`src/rtl/ntss_pkg.sv`:
```
package ntss_pkg;

  localparam int IDX_MAX_W = 16;

  typedef enum logic [1:0] {
    ST_LOADED = 2'd0,
    ST_FULL   = 2'd1,
    ST_MATCH  = 2'd2,
    ST_EMPTY  = 2'd3
  } status_t;

  localparam logic CMD_LOAD = 1'b0;

  typedef struct packed {
    logic       cmd;
    logic [7:0] sig_top_left;
    logic [7:0] sig_top_right;
    logic [7:0] sig_bottom_left;
    logic [7:0] sig_bottom_right;
  } in_req_t;

  typedef struct packed {
    status_t     status;
    logic [11:0] best_index;
    logic [17:0] best_distance;
  } out_req_t;

  typedef struct packed {
    logic                 valid;
    logic                 last;
    logic [IDX_MAX_W-1:0] idx;
  } scan_tag_t;

endpackage

```
`src/rtl/ntss_dist.sv`:
```
module ntss_dist
  import ntss_pkg::*;
(
  input  logic        clk,
  input  logic        rst_n,
  input  scan_tag_t   tag_in,
  input  logic [31:0] entry,
  input  logic [31:0] query,
  output scan_tag_t   tag_out,
  output logic [17:0] ssd
);

  logic [15:0] sq_nxt [4];
  logic [15:0] sq_r   [4];
  scan_tag_t   tag1_r;
  scan_tag_t   tag2_r;
  logic [17:0] sum_r;

  always_comb begin
    logic [7:0] a;
    logic [7:0] b;
    logic [7:0] d;
    for (int k = 0; k < 4; k++) begin
      a = entry[8*k +: 8];
      b = query[8*k +: 8];
      d = (a >= b) ? (a - b) : (b - a);
      sq_nxt[k] = 16'(d) * 16'(d);
    end
  end

  always_ff @(posedge clk) begin
    for (int k = 0; k < 4; k++) begin
      sq_r[k] <= sq_nxt[k];
    end
    sum_r <= 18'(sq_r[0]) + 18'(sq_r[1]) + 18'(sq_r[2]) + 18'(sq_r[3]);
    if (!rst_n) begin
      tag1_r <= '0;
      tag2_r <= '0;
    end else begin
      tag1_r <= tag_in;
      tag2_r <= tag1_r;
    end
  end

  assign tag_out = tag2_r;
  assign ssd     = sum_r;

endmodule

```
`config.mk`:
```
export PLATFORM = sky130hd
export DESIGN_NAME = ntss_dist
export DESIGN_NICKNAME = d
export VERILOG_FILES = /design/src/rtl/ntss_pkg.sv /design/src/rtl/ntss_dist.sv
export SDC_FILE = /design/constraint.sdc
export NUM_CORES = 1
export LEC_CHECK = 0
export BUFFER_PORTS_ARGS = -buffer_cell sky130_fd_sc_hd__buf_4
export CAP_MARGIN = 5
export CELL_PAD_IN_SITES_DETAIL_PLACEMENT = 1
export CELL_PAD_IN_SITES_GLOBAL_PLACEMENT = 1
export CORE_MARGIN = 4
export CORE_UTILIZATION = 52
export CTS_BUF_LIST = sky130_fd_sc_hd__clkbuf_2 sky130_fd_sc_hd__clkbuf_4 sky130_fd_sc_hd__clkbuf_8
export CTS_CLUSTER_DIAMETER = 200
export CTS_CLUSTER_SIZE = 28
export DETAILED_ROUTE_END_ITERATION = 7
export GPL_TIMING_DRIVEN = 0
export PLACE_DENSITY = 0.9
export SLEW_MARGIN = 20
export SYNTH_ARGS = -nofsm -noshare
export SYNTH_HDL_FRONTEND = slang
export SYNTH_SLANG_ARGS = --single-unit
```
`constraint.sdc`:
```
create_clock -name clk -period 18.3 [get_ports clk]
set_input_delay 1.83 -clock clk [delete_from_list [all_inputs] [get_ports clk]]
set_output_delay 1.83 -clock clk [all_outputs]
set_load 0.1 [all_outputs]
```
==> summary.txt <==
STA
  • Fmax: 120 MHz
  • RSZ-0062 raised after global routing: no
  • Setup ws final: roughly 10 ns
  • Slew HR: a little over a quarter
  • Final slew viol count: 0
  • Fin. Hold Viols: 0
  • Setup violators final: 0
  • Clock skew: about 0.012 ns
  • Hold WS: 0.439 ns
  • Period minus WS final: approximately 8.3 ns
  • Setup TNS: 0 ns
  • Worst-Margin Slew: ~1.1 ns
  • Final Cycle Share: around 46%

Drt
  • Routed via count: around 11k
  • Vias per cell: 5.84
  • Uppermost layer routed: met4
  • Routed length on met2: approximately 22000 µm
  • DRT Pass-1 Iters: 5
  • Routed WL: about 42000 µm
  • Post-DRT Antenna Nets: 0
  • DRC Markers: 0
  • DRT met1 WL: approximately 16000 µm
  • 1st-iter DRT viols: between 700 and 800
  • Met3 wire len: ~2000 µm
  • WL per Instance: between 20 and 25 µm

Setup path
  • Setup crit end kind: flop
  • RR Startpoint: sq_r[3][2]
  • CP startpoint kind: input port
  • Worst EP required: 18.59 ns
  • Setup crit start: entry[13]
  • R2r setup slk: between 10 and 15 ns
  • Worst EP arrival: 8.63 ns
  • Worst setup endpoint: sq_r[1][12]
  • CP Cell Sequence: buf_4 > inv_1 > ha_1 > buf_2 > a21oi_1 > o21bai_1 > a211oi_4 > mux2i_1 > xor2_1 > or2_2 > inv_1 > fa_1 > fa_1 > inv_1 > fa_1 > fa_1 > inv_1 > ha_1 > inv_1 > nor2_1 > o31a_1 > o21a_1 > o311ai_0
  • Worst-path fanout max: 9
  • Crit-path most repeated cell: inv_1
  • Critical R2R Capture: ssd[14]
  • Slowest CP cell: xor2_1
  • Critical path type: input port to flop
  • Worst reg-to-reg path cell count: 12
  • CP peak stage delay: approximately 0.75 ns

Placed design
  • Dpl hpwl: 29300 µm
  • Port-buffer cells: between 100 and 150
  • Placer Congestion: 0.862
  • Pre-CTS WS: 9.75 ns

Floorplanning
  • Core area: around 24000 µm²
  • Starting Density: between 50% and 60%
  • Row cnt: 57
  • Ports: 120
  • Chip width: 166 µm
  • Die ar.: ~28000 µm²
  • Die H: between 150 and 200 µm

Synth
  • Top post-synthesis cells by count: inv_1, ha_1, fa_1
  • Cell area after synthesis: between 10000 and 15000 µm²
  • Sequential area share after synthesis: ~18%
  • Post-synth top flop: dfxtp_1
  • Syn Area/Cell: between 9 and 10 µm²
  • Synth Warn #: 0
  • Most area-hungry cell type in the Yosys netlist: fa_1
  • Async SR Flop Fraction: 0%
  • Synth cell types: 60
  • Number of flops mapped to enable cells by yosys: 0
  • Yosys reg bits: 114
  • Top cell type's share of synthesized area: around a fifth
  • Top-count cell post-synth: inv_1
  • Mapped Cells: roughly 1.4k
  • Area contributors post-synth: fa_1, ha_1, dfxtp_1, inv_1, nor2_1

Global route
  • GRT Total Usage: a little over 30%
  • Remaining Overflow, GRT: 0
  • Initial antenna violation count: 0
  • First-pass GRT wire length: approximately 68000 µm
  • Vias in the first global route: 12.6k
  • Largest net degree at the start of global routing: 17

Clock tree
  • Clock Latency Late Sink: between 0.4 and 0.5 ns
  • Clk root buf: clkbuf_8
  • # resized after CTS: 0
  • Clk buf depth: 2
  • Worst-path clk slew: 0.08 ns
  • Setup repair bufs after CTS: 0
  • Cts bufs inserted: 17
  • Hold_buf cts: 0
  • CTS tree: yes
  • Clk sinks: roughly 110
  • H-tree lvl count: 4

Finish
  • Final layout net count: between 1.5k and 2k
  • Share of cells above drive strength 1: 14.1%
  • # diodes: 0
  • Area Overhead vs Synth: 13.2%

Flow run
  • Max Cap Violations: 0

Hold path
  • Hold depth: 1
  • Worst hold path type: flop to flop

Run status
  • Status: finished clean
final cells by class:
class / instances / area, µm²
clock inverter: 14 / 180
inverter: 254 / 953
tap: 324 / 405
buffer: 34 / 170
clock buffer: 17 / 234
sequential: 114 / 2280
timing repair buffer: 119 / 893
multi-input combinational: 1007 / 9570
fill: 2821 / 9710
logic make-up (layout without fill, tap and decap cells):
logic type                 count (synthesis)  in the layout  synth area share [%]
other                                      2              3                0.0579
and+or+nand+nor                          322            322                  12.3
DFF                                      114            114                  17.6
buffers and inverters                    288            438                  8.66
AOI/OAI and AO/OA                        220            220                  11.3
muxes                                     31             31                  2.42
xor gates and xnor gates                  95             95                  7.23
adders and majority gates                336            336                  40.4
per-stage QoR:
stage	std cells	utilization [%]	instance area, µm²
finish	1883	60.2	14700
global route	1883	60.2	14700
CTS	1883	60.2	14700
detailed placement	1852	58.5	14300
global placement	1852	58.5	14300
floorplan	1409	-	13000
placed cells by master (no fill, tap or decap), types with 16 or more instances in the layout:
master      n
or2_2      20
buf_2      16
fa_1      138
and2_1     40
o21ai_0    30
xnor2_1    49
a21oi_1    69
nor3_1     19
nand2_1    34
clkbuf_8   17
dfxtp_1   114
nand4_1    18
mux2i_1    28
nor2_1    132
buf_4     121
ha_1      198
inv_1     253
a21o_1     44
xor2_1     35
worst max-delay path, delay by kind of cell:
kind | cells | cell delay, ns
xor+xnor | 1 | 0.75
mux | 1 | 0.28
simple gates | 2 | 0.35
fa+ha+maj | 6 | 2.77
buf+inv | 7 | 0.62
compound gates | 6 | 2.03
state kept, by name, indices dropped and copies added (netlist names):
signal / cells
tag_out: 18
tag1_r: 18
sq_r: 60
ssd: 18
worst min-delay path by stage:
stage / endpoint / start / slack (ns)
after CTS: tag_out[4] / tag1_r[4] / 0.44
after global routing: tag_out[16] / tag1_r[16] / 0.45
after detailed placement: tag_out[13] / tag1_r[13] / 0.42
after floorplan: tag_out[14] / tag1_r[14] / 0.41
after global placement: tag_out[14] / tag1_r[14] / 0.41
final: tag_out[16] / tag1_r[16] / 0.44
routing by layer:
metal	track usage, %	up-vias
met1	32.9	5497
met5	0	-
met3	5.50	191
met2	56.2	487
met4	14.7	0
li1	-	4824
Power is not shown: default switching activity piles up to over one toggle a cycle in this logic, so the estimate is an artifact.
